`src/rtl/core/ucm_pkg.sv`:
```
// ----------------------------------------------------------------------------
// ucm_pkg
// Shared types, class codes, queue sizing and the code point classifier
// for the UTF-8 character class mapper.
// ----------------------------------------------------------------------------
`default_nettype none

package ucm_pkg;

  typedef struct packed {
    logic [7:0] data_byte;
    logic       end_of_text;
  } ucm_in_t;

  typedef struct packed {
    logic [6:0]  class_char;
    logic [31:0] cp_val;
  } ucm_out_t;

  typedef struct packed {
    logic valid;
    logic full;
  } ucm_qstat_t;

  localparam int QDepth = 4;
  localparam int QPtrW  = $clog2(QDepth);
  localparam int QCntW  = $clog2(QDepth + 1);

  localparam logic [6:0] ClsSpace   = 7'h20;
  localparam logic [6:0] ClsNewline = 7'h0A;
  localparam logic [6:0] ClsComma   = 7'h2C;
  localparam logic [6:0] ClsDot     = 7'h2E;
  localparam logic [6:0] ClsBang    = 7'h21;
  localparam logic [6:0] ClsQuest   = 7'h3F;
  localparam logic [6:0] ClsDigit   = 7'h30;
  localparam logic [6:0] ClsUpper   = 7'h41;
  localparam logic [6:0] ClsLower   = 7'h61;
  localparam logic [6:0] ClsHira    = 7'h68;
  localparam logic [6:0] ClsKata    = 7'h6B;
  localparam logic [6:0] ClsKanji   = 7'h4B;
  localparam logic [6:0] ClsOther   = 7'h78;

  function automatic logic [6:0] classify(input logic [31:0] c);
    logic [6:0] r;
    r = ClsOther;
    case (c)
      32'h09, 32'h20, 32'h00A0, 32'h202F, 32'h205F,
      32'h3000, 32'hFEFF, 32'h0D:                    r = ClsSpace;
      32'h0A:                                        r = ClsNewline;
      32'h2C, 32'h3001, 32'hFF0C, 32'hFF64:          r = ClsComma;
      32'h2E, 32'h3002, 32'hFF0E, 32'hFF61:          r = ClsDot;
      32'h21, 32'hFF01:                              r = ClsBang;
      32'h3F, 32'hFF1F:                              r = ClsQuest;
      default: begin
        if (c inside {[32'h2000:32'h200B]}) begin
          r = ClsSpace;
        end else if (c inside {[32'h30:32'h39], [32'hFF10:32'hFF19]}) begin
          r = ClsDigit;
        end else if (c inside {[32'h41:32'h5A], [32'hFF21:32'hFF3A]}) begin
          r = ClsUpper;
        end else if (c inside {[32'h61:32'h7A], [32'hFF41:32'hFF5A]}) begin
          r = ClsLower;
        end else if (c inside {[32'h3040:32'h309F]}) begin
          r = ClsHira;
        end else if (c inside {[32'h30A0:32'h30FF], [32'h31F0:32'h31FF],
                               [32'hFF66:32'hFF9F]}) begin
          r = ClsKata;
        end else if (c inside {[32'h3400:32'h4DBF], [32'h4E00:32'h9FFF],
                               [32'hF900:32'hFAFF], [32'h20000:32'h2FA1F]}) begin
          r = ClsKanji;
        end else begin
          r = ClsOther;
        end
      end
    endcase
    return r;
  endfunction

endpackage

`default_nettype wire

```
`src/rtl/core/ucm_front.sv`:
```
// ----------------------------------------------------------------------------
// ucm_front
// Byte decoder: tracks the open sequence and writes each finished code point
// into the queue.
// ----------------------------------------------------------------------------
`default_nettype none

module ucm_front import ucm_pkg::*; (
  input  wire logic        clk_i,
  input  wire logic        rst_ni,
  input  wire logic        accept_i,
  input  wire ucm_in_t     in_i,
  output      logic        wr_o,
  output      logic [31:0] cp_o
);

  logic [31:0] acc_q, acc_d, acc_new;
  logic [2:0]  pend_q, pend_d, pend_new, run;
  logic        done;
  logic [7:0]  b;
  logic [7:0]  mask;

  function automatic logic [2:0] lead_run(input logic [6:0] v);
    logic [2:0] r;
    logic       stop;
    r = 3'd0;
    stop = 1'b0;
    for (int i = 6; i >= 0; i--) begin
      if (!stop && v[i]) begin
        r = r + 3'd1;
      end else begin
        stop = 1'b1;
      end
    end
    return r;
  endfunction

  assign b    = in_i.data_byte;
  assign run  = lead_run(b[6:0]);
  assign mask = 8'h3F >> run;

  always_comb begin
    acc_new  = acc_q;
    pend_new = pend_q;
    done     = 1'b0;
    if (pend_q == 3'd0) begin
      if (!b[7]) begin
        acc_new = {24'd0, b};
        done    = 1'b1;
      end else begin
        acc_new  = (run >= 3'd6) ? 32'd0 : {24'd0, b & mask};
        pend_new = run;
        done     = (run == 3'd0);
      end
    end else begin
      acc_new  = {acc_q[25:0], b[5:0]};
      pend_new = pend_q - 3'd1;
      done     = (pend_new == 3'd0);
    end
  end

  always_comb begin
    acc_d  = acc_q;
    pend_d = pend_q;
    if (accept_i) begin
      if (done || in_i.end_of_text) begin
        acc_d  = 32'd0;
        pend_d = 3'd0;
      end else begin
        acc_d  = acc_new;
        pend_d = pend_new;
      end
    end
  end

  assign wr_o = accept_i && done;
  assign cp_o = acc_new;

  always_ff @(posedge clk_i or negedge rst_ni) begin
    if (!rst_ni) begin
      acc_q  <= 32'd0;
      pend_q <= 3'd0;
    end else begin
      acc_q  <= acc_d;
      pend_q <= pend_d;
    end
  end

endmodule

`default_nettype wire

```
`src/rtl/core/ucm_queue.sv`:
```
// ----------------------------------------------------------------------------
// ucm_queue
// Small queue of decoded code points between the decoder and the classifier.
// ----------------------------------------------------------------------------
`default_nettype none

module ucm_queue import ucm_pkg::*; (
  input  wire logic        clk_i,
  input  wire logic        rst_ni,
  input  wire logic        wr_i,
  input  wire logic [31:0] wr_data_i,
  input  wire logic        rd_i,
  output      logic [31:0] rd_data_o,
  output      ucm_qstat_t  stat_o
);

  logic [31:0]      mem_q [QDepth];
  logic [QPtrW-1:0] wr_ptr_q, wr_ptr_d, rd_ptr_q, rd_ptr_d;
  logic [QCntW-1:0] cnt_q, cnt_d;

  assign stat_o.valid = (cnt_q != '0);
  assign stat_o.full  = (cnt_q == QCntW'(QDepth));
  assign rd_data_o    = mem_q[rd_ptr_q];

  always_comb begin
    wr_ptr_d = wr_ptr_q;
    rd_ptr_d = rd_ptr_q;
    cnt_d    = cnt_q;
    if (wr_i) begin
      wr_ptr_d = wr_ptr_q + 1'b1;
    end
    if (rd_i) begin
      rd_ptr_d = rd_ptr_q + 1'b1;
    end
    if (wr_i && !rd_i) begin
      cnt_d = cnt_q + 1'b1;
    end else if (!wr_i && rd_i) begin
      cnt_d = cnt_q - 1'b1;
    end
  end

  always_ff @(posedge clk_i) begin
    if (wr_i) begin
      mem_q[wr_ptr_q] <= wr_data_i;
    end
  end

  always_ff @(posedge clk_i or negedge rst_ni) begin
    if (!rst_ni) begin
      wr_ptr_q <= '0;
      rd_ptr_q <= '0;
      cnt_q    <= '0;
    end else begin
      wr_ptr_q <= wr_ptr_d;
      rd_ptr_q <= rd_ptr_d;
      cnt_q    <= cnt_d;
    end
  end

endmodule

`default_nettype wire

```
`src/rtl/core/ucm_back.sv`:
```
// ----------------------------------------------------------------------------
// ucm_back
// Classifier and output register: takes code points from the queue and holds
// each result until it is popped.
// ----------------------------------------------------------------------------
`default_nettype none

module ucm_back import ucm_pkg::*; (
  input  wire logic        clk_i,
  input  wire logic        rst_ni,
  input  wire logic        q_valid_i,
  input  wire logic [31:0] q_data_i,
  output      logic        q_rd_o,
  input  wire logic        pop,
  output      logic        empty,
  output      ucm_out_t    out_o
);

  logic     vld_q, vld_d;
  ucm_out_t res_q, res_d;

  assign q_rd_o = q_valid_i && (!vld_q || pop);

  always_comb begin
    vld_d = vld_q;
    res_d = res_q;
    if (q_rd_o) begin
      vld_d            = 1'b1;
      res_d.class_char = classify(q_data_i);
      res_d.cp_val     = q_data_i;
    end else if (pop) begin
      vld_d = 1'b0;
    end
  end

  always_ff @(posedge clk_i) begin
    res_q <= res_d;
  end

  always_ff @(posedge clk_i or negedge rst_ni) begin
    if (!rst_ni) begin
      vld_q <= 1'b0;
    end else begin
      vld_q <= vld_d;
    end
  end

  assign empty = !vld_q;
  assign out_o = res_q;

endmodule

`default_nettype wire

```
`src/rtl/core/utf8_char_class_mapper_top.sv`:
```
// ----------------------------------------------------------------------------
// utf8_char_class_mapper_top
// Lenient UTF-8 decoder that tags every finished code point with a class
// character.
//
//   channel   handshake        payload
//   request   push / full      in_i  (data_byte, end_of_text)
//   result    empty / pop      out_o (class_char, cp_val)
//
// One byte is taken per cycle while full is low; the decoder state is updated in the same cycle.
// A finished code point passes through the queue and then the classifier output
// register on its way to the result ports.
// Reset clears the open sequence and the queue, and marks the output register empty.
// full rises when the four-entry queue is full behind a held result.
// ----------------------------------------------------------------------------
`default_nettype none

module utf8_char_class_mapper_top import ucm_pkg::*; (
  input  wire logic     clk_i,
  input  wire logic     rst_ni,
  input  wire logic     push,
  output      logic     full,
  input  wire ucm_in_t  in_i,
  output      logic     empty,
  input  wire logic     pop,
  output      ucm_out_t out_o
);

  logic        accept;
  logic        q_wr;
  logic        q_rd;
  logic [31:0] q_wr_data;
  logic [31:0] q_rd_data;
  ucm_qstat_t  q_stat;

  assign full   = q_stat.full;
  assign accept = push && !full;

  ucm_front u_front (
    .clk_i    (clk_i),
    .rst_ni   (rst_ni),
    .accept_i (accept),
    .in_i     (in_i),
    .wr_o     (q_wr),
    .cp_o     (q_wr_data)
  );

  ucm_queue u_queue (
    .clk_i     (clk_i),
    .rst_ni    (rst_ni),
    .wr_i      (q_wr),
    .wr_data_i (q_wr_data),
    .rd_i      (q_rd),
    .rd_data_o (q_rd_data),
    .stat_o    (q_stat)
  );

  ucm_back u_back (
    .clk_i     (clk_i),
    .rst_ni    (rst_ni),
    .q_valid_i (q_stat.valid),
    .q_data_i  (q_rd_data),
    .q_rd_o    (q_rd),
    .pop       (pop),
    .empty     (empty),
    .out_o     (out_o)
  );

  // queue only written by an accepted request
  a_wr_on_accept: assert property (@(posedge clk_i) disable iff (!rst_ni)
    q_wr |-> accept)
    else $error("queue write without accepted request");

  // queue only read when it holds an entry
  a_rd_valid: assert property (@(posedge clk_i) disable iff (!rst_ni)
    q_rd |-> q_stat.valid)
    else $error("queue read while empty");

  // a popped result with nothing queued leaves the output empty
  a_drain: assert property (@(posedge clk_i) disable iff (!rst_ni)
    (pop && !empty && !q_stat.valid) |=> empty)
    else $error("result reappeared after pop");

  // a held result does not change while it waits
  a_hold: assert property (@(posedge clk_i) disable iff (!rst_ni)
    (!empty && !pop) |=> (!empty && $stable(out_o)))
    else $error("waiting result changed");

endmodule

`default_nettype wire
```
`config.mk`:
```
export PLATFORM = sky130hd
export DESIGN_NAME = utf8_char_class_mapper_top
export DESIGN_NICKNAME = d
export VERILOG_FILES = /design/src/rtl/core/ucm_pkg.sv /design/src/rtl/core/ucm_front.sv /design/src/rtl/core/ucm_queue.sv /design/src/rtl/core/ucm_back.sv /design/src/rtl/core/utf8_char_class_mapper_top.sv
export SDC_FILE = /design/constraint.sdc
export NUM_CORES = 1
export LEC_CHECK = 0
export ABC_AREA = 1
export BUFFER_PORTS_ARGS = -buffer_cell sky130_fd_sc_hd__clkbuf_2
export CAP_MARGIN = 25
export CORE_MARGIN = 4
export CORE_UTILIZATION = 27
export CTS_CLUSTER_DIAMETER = 100
export DETAILED_ROUTE_END_ITERATION = 12
export HOLD_SLACK_MARGIN = 0.1
export MAX_ROUTING_LAYER = met4
export PLACE_DENSITY_LB_ADDON = 0.3
export RECOVER_POWER = 50
export SYNTH_ARGS = -nofsm -noshare
export SYNTH_HDL_FRONTEND = slang
export SYNTH_SLANG_ARGS = --single-unit
```
`constraint.sdc`:
```
create_clock -name clk_i -period 7.97 [get_ports clk_i]
set_clock_uncertainty 0.15 [all_clocks]
set_input_delay 0 -clock clk_i [delete_from_list [all_inputs] [get_ports clk_i]]
set_output_delay 0 -clock clk_i [all_outputs]
set_load 0.02 [all_outputs]
```
---- Yosys cells after proc, flatten, opt, wreduce, memory -nomap -nowiden ----
Memory sizes are Yosys's and may differ from the RTL's.
Cells that the tools add are included.
storage, ports and cells
  bits in registers ....................... 76
  memory bits (writable) .................. 128
  input port bits ......................... 13
  memories ................................ 1
cells by class
  $add $sub $neg .......................... 11
  magnitude comparators ................... 31
  eq/ne operators ......................... 23
  shift-type cells ........................ 1
  mux-type cells .......................... 36
  bitwise logic cells ..................... 1
  reductions and logical operators ........ 54
memory list
  name           words  bits a word  rd ports  clocked after memory_dff  wr ports  RTL line         text
  u_queue.mem_q  4      32           1         0                         1         ucm_queue.sv:17  logic [31:0] mem_q [QDepth];
operator list
  cell                  count
  $eq 32x16->1 const B  7
  $le 32x16->1 const B  6
  $eq 32x14->1 const B  5
  $eq 32x6->1 const B   5
  $ge 32x14->1 const B  5
  $ge 32x16->1 const B  5
  $le 32x14->1 const B  4
  $eq 32x4->1 const B   3
  $ge 32x7->1 const B   2
  $le 32x7->1 const B   2
  $mux 32               2
  $mux 7                6
  $pmux 7 s6            1
  $mux 3                11
  $eq 32x8->1 const B   1
  $ge 32x15->1 const B  1
  $ge 32x18->1 const B  1
  $ge 32x6->1 const B   1
  $le 32x15->1 const B  1
  $le 32x18->1 const B  1
  $le 32x6->1 const B   1
  $logic_and 1x1->1     26
  $mux 26               1
  $add 3x1->3 const B   7
  other kinds (20)      52

---- Logic depth before layout (Yosys ltp) ----
Gate-level depths: netlist (run 1).
  depth in word-level cells ............... 25
  depth in mapped cells ................... 28

---- Modules after synthesis ----
Synthesis (run 1) repeated with hierarchy kept, for this count alone.
unflattened totals
  cell total of the unflattened synthesis .. 1066
  area total of the unflattened synthesis .. 10171.0 um^2
by module, submodules not included
  module                      instances  cells an instance  area each (um^2)
  ucm_queue                   1          422                5456.5
  ucm_back                    1          352                2620.0
  ucm_front                   1          290                2084.5
  utf8_char_class_mapper_top  1          2                  10.0

---- Worst setup path before layout (run 1) ----
No wires, ideal clock.
  path kind ............................... input to register
  start point ............................. input port in_i[7] in the netlist's numbering
  end point ............................... memory u_queue.mem_q[0][0] (enable)
  setup time .............................. 0.421 ns
  arrival ................................. 4.149 ns
  data required time ...................... 7.399 ns
  path slack .............................. 3.250 ns
  cell stages on the path ................. 21
  buffers on the path ..................... 0
  cells stage by stage .................... nand2_1 inv_1 ha_1 nor2_1 nor2_1 ha_1 nand2_1 nand2_1 ha_1 nand2_1 nand2_1 ha_1 nor2_1 a31oi_1 ha_1 nand2_1 a21boi_2 nand3_1 nand2_1 nand4_1 nor2_1
on the way
  longest elaborated chain between the ends .. 23
  elaborated cells between the ends (all ways) .. 36
RTL lines
  item                                                                  RTL line                          text
  start: declaration                                                    utf8_char_class_mapper_top.sv:23  input wire ucm_in_t in_i,
  parallel branches: the longest is 16 deep, another holds $add 3x1->3  -
  $mux 3 *                                                              ucm_front.sv:29                   if (!stop && v[i]) begin
  $logic_not 3->1 *                                                     ucm_front.sv:53                   done = (run == 3'd0);
  $mux 1 *                                                              ucm_front.sv:47                   if (!b[7]) begin
  $mux 1 *                                                              ucm_front.sv:46                   if (pend_q == 3'd0) begin
  $logic_and 1x1->1 *                                                   ucm_front.sv:76                   assign wr_o = accept_i && done;
  $mux 1 *                                                              ucm_queue.sv:43                   if (wr_i) begin
  $mux 1 (implied by the code) *                                        ucm_queue.sv:44                   mem_q[wr_ptr_q] <= wr_data_i;
  end: declaration                                                      ucm_queue.sv:17
Mark *: on every way between the ends.

---- Worst setup path after layout (run 1) ----
  start point ............................. input port in_i[6] in the netlist's numbering
  end point ............................... register u_queue.cnt_q[2]
on the way
  longest elaborated chain between the ends .. 24
  elaborated cells between the ends (all ways) .. 36
RTL lines
  item                                                                  RTL line                          text
  $logic_and 1x1->1 *                                                   ucm_front.sv:29
  parallel branches: the longest is 15 deep, another holds $add 3x1->3  -
  $mux 3 *                                                              ucm_front.sv:29
  $logic_not 3->1 *                                                     ucm_front.sv:53
  $mux 1 *                                                              ucm_front.sv:47
  $mux 1 *                                                              ucm_front.sv:46
  $logic_and 1x1->1 *                                                   ucm_front.sv:76
  net q_wr                                                              utf8_char_class_mapper_top.sv:30  logic q_wr;
  $logic_not 1->1                                                       ucm_queue.sv:37                   end else if (!wr_i && rd_i) begin
  $logic_and 1x1->1                                                     ucm_queue.sv:37
  $reduce_bool 2->1 (no source line)                                    -
  end signal: assignment                                                ucm_queue.sv:56                   cnt_q <= cnt_d;
  end: declaration                                                      ucm_queue.sv:19                   logic [QCntW-1:0] cnt_q, cnt_d;
Mark *: on every way through the listed nets, which the timed path passes.
A chain may end at the register's enable or synchronous reset.

==> run summary, run 1 <==
The longest clock path from root to sink contains 3 buffers. The fraction of final layout cells sized beyond drive strength 1 came out at 8.65%. The summed negative setup slack over all endpoints is 0 ps, and the simple-gate share of the synthesized area is 25.4%.

The first global-routing pass estimated 37,500 µm of wire. The capturing point of the worst reg2reg path was u_queue.cnt_q[2]$_DFFE_PN0P_. The final routed DRC violation total was 0.

The CTS H-tree depth is 1, and the multiplexer area fraction after synthesis is 0%. Counting distinct cell types in the post-synthesis netlist gives 42. The row count was 69.

The tools report the die footprint as 0.0393 mm². The maximum resistive drop on vdd was 0.291 mV. Summing the areas of all fa, ha and maj instances in the mapped netlist gives 1.87% of the synthesized area.

The logs give 4.50 mW for the total power consumption of the routed design and 3360 ps for the minimum setup slack after placement. Counting tap cells, the placed design contains a total of 1,518 instances. The worst register-to-register path begins at u_front.pend_q[0]$_DFFE_PN0P_. The cell count after synthesis came out at 1,027.

The share of the Yosys chip area taken by registers is 60.8%. Final setup slack of the worst path: 3280 ps. Among all flip-flop cells after synthesis, the most frequent one is sky130_fd_sc_hd__edfxtp_1. The count of flip-flops with a built-in enable after synthesis was 167; the number of buffers added for setup after CTS was 0.

For the worst setup slack for register-to-register paths, the log shows 3810 ps. Along the worst path, the maximum fanout reaches 5. The number of slew-limit violations in the final report was 115; the via count of the first global-routing pass was 6,851.

The cell type with the highest aggregate area in the netlist is sky130_fd_sc_hd__edfxtp_1. The minimum clock period after layout was 4690 ps. At the pin with the least slew margin, the transition time is 2400 ps.

For this run, the detailed router's first-pass iteration total came to 4. The logs give 0.0105 mm² for the placed instance area and 68 for the pin count of the biggest net entering global routing. In this run, the combinational gates consume 41.2% of the power.

The clock transition at the registers of the reported paths is 60 ps, and the total net switching power is 1.93 mW. TritonCTS built the clock tree. For the headroom to the max-slew limit, the log shows -59.7%. Per report_power, the clock group accounts for 23.2% of the total. The top cell type's share of synthesized area is 51.4%, and the number of filler instances in the final layout is 3,718. The tools report the total routing resource utilization after global routing as 12.3%. During placement, the flow inserted port buffers numbering 53. The slowest stage of the critical path belongs to the cell sky130_fd_sc_hd__dlygate4sd3_1. The worst setup path is captured at a flop.

Dominant combinational cell family by area after synthesis: simple AND/OR/NAND/NOR gates. The worst path required time came out at 8190 ps. The synthesized netlist occupies a cell area of 0.00976 mm². The hold violation count in the final report was 0; the async set-or-reset flop fraction in the synthesized netlist was 18.1%. For the antenna diode count, the log shows 0. Relative to the synthesized area, the layout overhead comes to 16.8%.

Across all layers, the routed design uses 6,996 vias. Sequential cells account for 35.6% of the total power. The run gives 438 as the violation count after the first detailed-route iteration. The net count reported at finish is 1,130, and the starting utilization of the core area is 27.4%. Per-instance average area after synthesis: 9.51 µm². The checks that failed: max-capacitance violations, max-slew violations. The tool flagged a number of max-cap violations equal to 3. The run finished, with violations left. The count of cells in the finished layout, fillers not included, comes to 1,582. Along the worst hold path, the cell count comes to 5. On the worst path, the slowest cell contributes a delay of 540 ps. The share of the core filled with cells in the final layout is 32.0%. The path with the worst hold slack has its endpoint at u_front.pend_q[1]$_DFFE_PN0P_.

At the later pin of the worst-skew pair, clock insertion delay measures 510 ps. The net count after synthesis came out at 1,054. The worst hold path belongs to the class in -> reg.

After routing the design area is 0.0114 mm². The clock net in this run drives a total of 204 sinks. Routability-driven placement finished with a final weighted congestion of 0.871. In this run the most critical hold path is launched from in_i[0]. In the finished design, the share of the clock period the worst path needs comes to 58.8%.

By area the synthesized netlist is led by sky130_fd_sc_hd__edfxtp_1, sky130_fd_sc_hd__nand2_1, sky130_fd_sc_hd__dfrtp_1, sky130_fd_sc_hd__inv_1, sky130_fd_sc_hd__nand3_1. The total grt overflow was 0. The detailed-route wire length per cell is 14.9 µm, and the xor and xnor area share after synthesis is 0.538%.

The switching share of power is 42.8%, and the maximum operating frequency is 213 MHz. The detail route stage leaves a number of antenna-violating nets equal to 0. The number of gates resized after CTS was 0; the worst hold margin was 257 ps. The internal power of the cells totals 2.57 mW. The logs give 23,500 µm for the total routed wirelength and 15,000 µm for the placed wire-length estimate after detailed placement. Setup violations remaining at the end of the flow were counted as 0.

Type of origin of the critical path: an input pin. For this design the static power due to leakage is 4.62 nW. The complex-gate fraction of the synthesized area was 4.31%; the I/O pin count was 54.

The number of warnings printed during yosys synthesis came out at 0. The cell sitting at the root of the clock tree is a sky130_fd_sc_hd__clkbuf_16. In this run, synthesis produced a sequential element count of 204. The critical path in this run is classified as in -> reg. The floorplan step set the die height to 198 µm. From left edge to right edge, the die measures 198 µm. The number of cell instances on the worst register-to-register path is 17, and the area of the placeable core is 0.0357 mm².

Setup repair after global routing left no endpoint under its margin. The tools report the initial antenna violation count as 0. STA puts the critical path data arrival time at 4910 ps. The areal power density over the cells came out at 395 mW/mm². Routed via count divided by cell count: 4.42. Cell repeated most along the worst path: sky130_fd_sc_hd__nand2_1. The number of clock buffers inserted by TritonCTS was 24.
per-layer routing:
metal,part of all wire (%),wire length [µm],up-vias,GRT usage (%)
li1,-,-,3555,-
met1,48,11200,3276,16.9
met2,46,10700,137,19.4
met3,4.7,1100,28,1.80
met4,2.0,478,0,2.81
met5,0,0,-,-
layout make-up:
cell class | count | area (µm²) | area share (%)
Sequential cell | 204 | 5940 | 52.1
Multi-Input combinational cell | 664 | 3160 | 27.7
Clock buffer | 36 | 717 | 6.29
Tap cell | 461 | 577 | 5.06
Timing Repair Buffer | 84 | 485 | 4.26
Inverter | 125 | 469 | 4.11
Clock inverter | 8 | 53.8 | 0.472
cells in the mapped netlist, types with 2 or more instances:
cell,number
sky130_fd_sc_hd__ha_1,13
sky130_fd_sc_hd__nor2_1,92
sky130_fd_sc_hd__buf_4,4
sky130_fd_sc_hd__a21oi_1,12
sky130_fd_sc_hd__dfrtp_1,37
sky130_fd_sc_hd__o22ai_1,15
sky130_fd_sc_hd__o21ai_0,27
sky130_fd_sc_hd__nand2_2,11
sky130_fd_sc_hd__nand3b_1,3
sky130_fd_sc_hd__clkbuf_1,9
sky130_fd_sc_hd__buf_1,2
sky130_fd_sc_hd__nand4_1,22
sky130_fd_sc_hd__and3_1,3
sky130_fd_sc_hd__inv_1,122
sky130_fd_sc_hd__nand2_1,323
sky130_fd_sc_hd__inv_2,3
sky130_fd_sc_hd__xor2_1,5
sky130_fd_sc_hd__edfxtp_1,167
sky130_fd_sc_hd__nor2_4,3
sky130_fd_sc_hd__a31oi_1,3
sky130_fd_sc_hd__and2_1,2
sky130_fd_sc_hd__buf_6,9
sky130_fd_sc_hd__nor3_1,13
sky130_fd_sc_hd__buf_2,10
sky130_fd_sc_hd__nor2_2,6
sky130_fd_sc_hd__nand3_1,91
sky130_fd_sc_hd__o22ai_2,5
timing repair:
| item | CTS | global route |
|---|---|---|
| hold buffers | 20 | 0 |
| setup endpoints to repair | 0 | 0 |
| hold endpoints to repair | 95 | 0 |
kinds of logic (layout without fill, tap and decap cells):
logic type	count (synthesis)	count (layout)
simple gates	576	576
flops	204	204
compound gates	68	68
fa+ha+maj	14	14
buf+inv	159	253
xor+xnor	6	6
power groups by stage:
stage	clock network, mW	registers, mW	logic (mW)
after floorplan	0	1.74	1.22
after global placement	0	1.62	1.88
after detailed placement	0	1.62	1.89
after CTS	1.07	1.60	1.91
after global routing	1.13	1.63	2.08
final	1.04	1.60	1.85
worst max-delay path: cells and delay by family:
family / cells / cell delay (ps)
AND/OR/NAND/NOR: 13 / 1330
AO/OA/AOI/OAI: 4 / 710
adder cells (fa/ha/maj): 7 / 1900
XOR/XNOR: 1 / 150
buffers and inverters: 4 / 800
flip-flops by register name (all words and copies together), names as in the netlist:
| name | flops |
|---|---|
| u_queue.mem_q | 128 |
| u_back.out_o | 39 |
| u_front.acc_q | 26 |
| u_front.pend_q | 3 |
| u_queue.cnt_q | 3 |
| u_queue.rd_ptr_q | 2 |
| u_queue.wr_ptr_q | 2 |
| u_back.vld_q | 1 |
worst max path at each step:
stage / start / to / slack [ps]
after floorplan: in_i[7] / u_queue.mem_q[0][0]$_DFFE_PP_ / 3250
after global placement: in_i[6] / u_queue.cnt_q[2]$_DFFE_PN0P_ / 3430
after detailed placement: in_i[6] / u_queue.cnt_q[2]$_DFFE_PN0P_ / 3360
after CTS: in_i[6] / u_queue.cnt_q[2]$_DFFE_PN0P_ / 3300
after global routing: in_i[7] / u_queue.cnt_q[2]$_DFFE_PN0P_ / 2840
final: in_i[6] / u_queue.cnt_q[2]$_DFFE_PN0P_ / 3280
cells in the final DEF (no fill, tap or decap), types with 12 or more instances in the layout:
cell	count
sky130_fd_sc_hd__clkbuf_2	12
sky130_fd_sc_hd__o21ai_0	27
sky130_fd_sc_hd__dfrtp_1	35
sky130_fd_sc_hd__nand4_1	22
sky130_fd_sc_hd__clkbuf_16	25
sky130_fd_sc_hd__o22ai_1	15
sky130_fd_sc_hd__inv_1	123
sky130_fd_sc_hd__nor2_1	87
sky130_fd_sc_hd__clkbuf_1	50
sky130_fd_sc_hd__dlygate4sd3_1	20
sky130_fd_sc_hd__a21oi_1	12
sky130_fd_sc_hd__ha_1	13
sky130_fd_sc_hd__nand2_1	325
sky130_fd_sc_hd__nand3_1	91
sky130_fd_sc_hd__edfxtp_1	167
sky130_fd_sc_hd__nor3_1	13
(Power assumes the default switching activity.)
==> run 2, diff against run 1 <==
- clock period: 7.97 -> 4.2 ns (I/O delays scaled with it)
==> run 2 against run 1 <==
The flow still finishes with violations (max-capacitance violations, max-slew violations). Register-to-register slack lost 3300 ps. Global-route usage is essentially flat. Combinational power grew 95%. Sequential power grew 90%. Clock-buffer cell count shrank 9. Via count grew 0.77%. Worst hold slack lost 12 ps. Total power grew 90%. Routed wire length shrank 0.91%. Final cell count grew 0.70%.
==> run summary, run 2 (synthesis gave the netlist of run 1 again) <==
The combinational power share came out at 42.0% (+0.8 points). The run gives 0 (unchanged) as the initial antenna violation count. Storage element area: 0.00594 mm² (about the same). The vertical die dimension was 198 µm (unchanged). The tools report the nature of the critical path endpoint as a flop.

For the total net switching power, the log shows 3.67 mW (+90%). The fraction of final layout cells sized beyond drive strength 1 was 9.72% (+1.1 points). The tree is rooted in a sky130_fd_sc_hd__clkbuf_16.

For the die footprint, the log shows 0.0393 mm² (unchanged). The number of port buffers came out at 53 (unchanged). In the layout the commonest cells are sky130_fd_sc_hd__nand2_1, sky130_fd_sc_hd__edfxtp_1, sky130_fd_sc_hd__inv_1.

In this run the worst hold path is classified as in -> reg. Ranked by flip-flop count, first place goes to u_queue.mem_q. TritonCTS built the clock tree. The via count of the first global-routing pass is 6,955 (+1.5%). The worst path uses 91.6% of the clock period. The category of the most critical setup path was in -> reg. The final setup violation count was 0 (unchanged).

Die width: 198 µm (unchanged). The worst path required time was 4490 ps (-3700 ps). The final reports fail on max-capacitance violations, max-slew violations. Total power consumption of the routed design: 8.56 mW (+90%).

The number of slew-limit violations in the final report was 80 (-30%); the minimum setup slack after placement was -27.1 ps (-3380 ps). Setup repair after global routing left no endpoint under its margin. I/O pin count: 54 (unchanged). STA classifies the critical path startpoint as an input pin. The critical path goes through dlygate4sd3_1, clkbuf_2, inv_1, nor3_2, nand2_1, nand2_1, ha_1, nand2_1, nand2_1, ha_1, nor2_1, a31oi_1, ha_1, nand2_1, a21boi_2, buf_4, nand2_1, nand4_1, nand3_1, dlygate4sd3_1, o21ai_0, dlygate4sd3_1. The switching share of power is 42.8% (about the same).

Leaving out fill and tap cells, the most frequent cell in the layout is sky130_fd_sc_hd__nand2_1. The arrival time reported for the critical path endpoint was 4140 ps (-770 ps). The sequential share of power is 35.5% (about the same). The post-route antenna net violation count is 0 (unchanged). The final routed DRC violation total was 0 (unchanged). The wire length of the first global-routing pass came out at 37,500 µm (about the same). The maximum net fanout on the critical path came out at 5 (unchanged). The clock transition at the registers of the reported paths is 60 ps (about the same).

Counting stages on the worst path, the most repeated cell is sky130_fd_sc_hd__nand2_1. For the leakage power total, the log shows 4.69 nW (+1.4%). The logs give 12.3% (about the same) for the total routing resource utilization after global routing and 204 (unchanged) for the number of sinks handled by clock tree synthesis. The flip-flop count of the largest register after layout is 128 (unchanged), and the number of filler instances in the final layout is 3,723 (+0.13%).

Hold violation count in the final report: 0 (unchanged). Pin count of the biggest net entering global routing: 68 (unchanged). The slowest stage of the critical path belongs to the cell sky130_fd_sc_hd__dlygate4sd3_1. The logs give 1,141 (+0.97%) for the net count reported at finish and 1 (unchanged) for the CTS H-tree depth. The areal power density over the cells was 744 mW/mm² (+88%). For the total routed wirelength, the log shows 23,300 µm (-0.91%).

The vias after detailed routing was 7,050 (+0.77%); the routed via count divided by cell count was 4.43 (about the same). The placed wire-length estimate after detailed placement is 15,000 µm (+0.28%), and the detailed-routing iteration count for the pre-antenna-repair pass is 6 (+2). Worst setup slack for register-to-register paths: 550 ps (-3260 ps).

The total grt overflow is 0 (unchanged), and the starting utilization of the core area is 27.4% (unchanged). The run gives -72.7% (-13 points) as the headroom to the max-slew limit. The row count is 69 (unchanged), and the area of the placeable core is 0.0357 mm² (unchanged). The final setup slack of the worst path was 351 ps (-2930 ps); the slew at the pin closest to its max-slew limit was 2590 ps (+194 ps).

The worst path in the final design needs a cycle of 3850 ps, including I/O delays and setup. The multi-input logic area was 0.00316 mm² (unchanged); the proportion of power drawn by the clock network was 22.5% (-0.7 points). Antenna diode count: 0 (unchanged).

The run gives 24 (unchanged) as the number of clock buffers inserted by TritonCTS. The run finished, with violations left. The run gives 3 (unchanged) as the deepest clock path buffer count.

Among cell families on the critical path, the largest total delay comes from buffers and inverters. Total of max-cap violations: 2 (-1). Worst hold margin: 245 ps (-12.4 ps).

Derived from the worst setup path, the maximum achievable clock frequency is 260 MHz. The violation count after the first detailed-route iteration was 396 (-9.6%); the number of buffer and inverter instances along the worst setup path was 6 (+2). The run gives 0.852 (-2.3%) as the global placer's final weighted congestion. For the maximum resistive drop on vdd, the log shows 0.351 mV (+21%). The detailed-route wire length per cell is 14.6 µm (-1.6%), and the longest individual stage delay on the worst path is 580 ps (+40 ps). Compared with the post-synthesis result, the final layout area differs by 18.0%. The internal power component came out at 4.90 mW (+90%).

The clock latency reported for the late side of the worst-skew pair came out at 510 ps (about the same).
-- run 2: changes by cell type in the layout (fill, tap and decap cells not counted), moves of 2 or more --
cell                            delta
sky130_fd_sc_hd__buf_4             +8
sky130_fd_sc_hd__buf_12            +5
sky130_fd_sc_hd__clkbuf_1          -5
sky130_fd_sc_hd__clkbuf_8          -4
sky130_fd_sc_hd__clkinv_2          +4
sky130_fd_sc_hd__clkinv_1          +3
sky130_fd_sc_hd__nand2_1           +3
sky130_fd_sc_hd__nand2_2           -3
sky130_fd_sc_hd__dlygate4sd3_1     -2
sky130_fd_sc_hd__inv_6             +2
-- run 2: path summary, 6_finish.rpt --
path	cells after the start	to	from
setup reg to reg	14	u_back.out_o[38]$_DFFE_PP_	u_queue.rd_ptr_q[1]$_DFFE_PN0P_
min in group asynchronous	4	u_front.pend_q[0]$_DFFE_PN0P_	rst_ni
hold / removal	5	u_front.pend_q[1]$_DFFE_PN0P_	in_i[0]
max in group asynchronous	4	u_queue.rd_ptr_q[0]$_DFFE_PN0P_	rst_ni
setup / recovery	22	u_front.acc_q[1]$_DFFE_PN0P_	in_i[4]
hold reg to reg	2	u_front.acc_q[0]$_DFFE_PN0P_	u_front.acc_q[0]$_DFFE_PN0P_
-- run 2: final cells by class --
type / count / share of cell area, %
Tap cell: 461 / 5.01
Inverter: 125 / 4.07
Clock inverter: 17 / 0.891
Multi-Input combinational cell: 664 / 27.4
Sequential cell: 204 / 51.6
Timing Repair Buffer: 95 / 5.43
Clock buffer: 27 / 5.58
-- run 2: power by group through the flow --
stage | combinational, mW | sequential, mW | clock, mW
2_1_floorplan | 2.32 | 3.29 | 0
3_3_place_gp | 3.67 | 3.07 | 0
3_5_place_dp | 3.69 | 3.07 | 0
4_1_cts | 3.72 | 3.04 | 1.99
5_1_grt | 4.07 | 3.09 | 2.09
6_report | 3.60 | 3.04 | 1.93
-- run 2: layer usage --
metal / vias to the layer above / global-route usage, % / part of all wire (%)
met3: 35 / 1.87 / 3.8
met5: - / - / 0
li1: 3566 / - / -
met1: 3317 / 16.8 / 48
met4: 0 / 3.24 / 2.0
met2: 132 / 19.2 / 46
-- run 2: timing repair --
| item | CTS | global route |
|---|---|---|
| setup buffers | 0 | 0 |
| hold buffers | 18 | 0 |
| endpoints found under the setup margin | 0 | 1 |
| hold endpoints to repair | 97 | 0 |
| gates resized for setup | 0 | 2 |
-- run 2: stage by stage --
stage / util [%] / TNS [ps] / instance area, µm² / cells
final: 32.3 / 0 / 11500 / 1593
after global routing: 32.3 / 0 / 11500 / 1593
after CTS: 32.5 / 0 / 11600 / 1593
after detailed placement: 29.9 / -27.1 / 10700 / 1531
after global placement: 29.9 / 0 / 10700 / 1531
after floorplan: - / -9630 / 9770 / 1027
-- run 2: worst register-to-register path, stage by stage, from the launching register on --
cell                       delay (ps)
sky130_fd_sc_hd__dfrtp_1          370
sky130_fd_sc_hd__inv_1            800
sky130_fd_sc_hd__clkbuf_1         390
sky130_fd_sc_hd__nand3_1          160
sky130_fd_sc_hd__nand2_1          190
sky130_fd_sc_hd__nand2_2          120
sky130_fd_sc_hd__nor2_1           180
sky130_fd_sc_hd__nand2_1          110
sky130_fd_sc_hd__inv_1            140
sky130_fd_sc_hd__nand2_2           90
sky130_fd_sc_hd__inv_1            110
sky130_fd_sc_hd__nand2_1           50
sky130_fd_sc_hd__o21ai_0          200
sky130_fd_sc_hd__a21boi_0         160
sky130_fd_sc_hd__and3_1           200
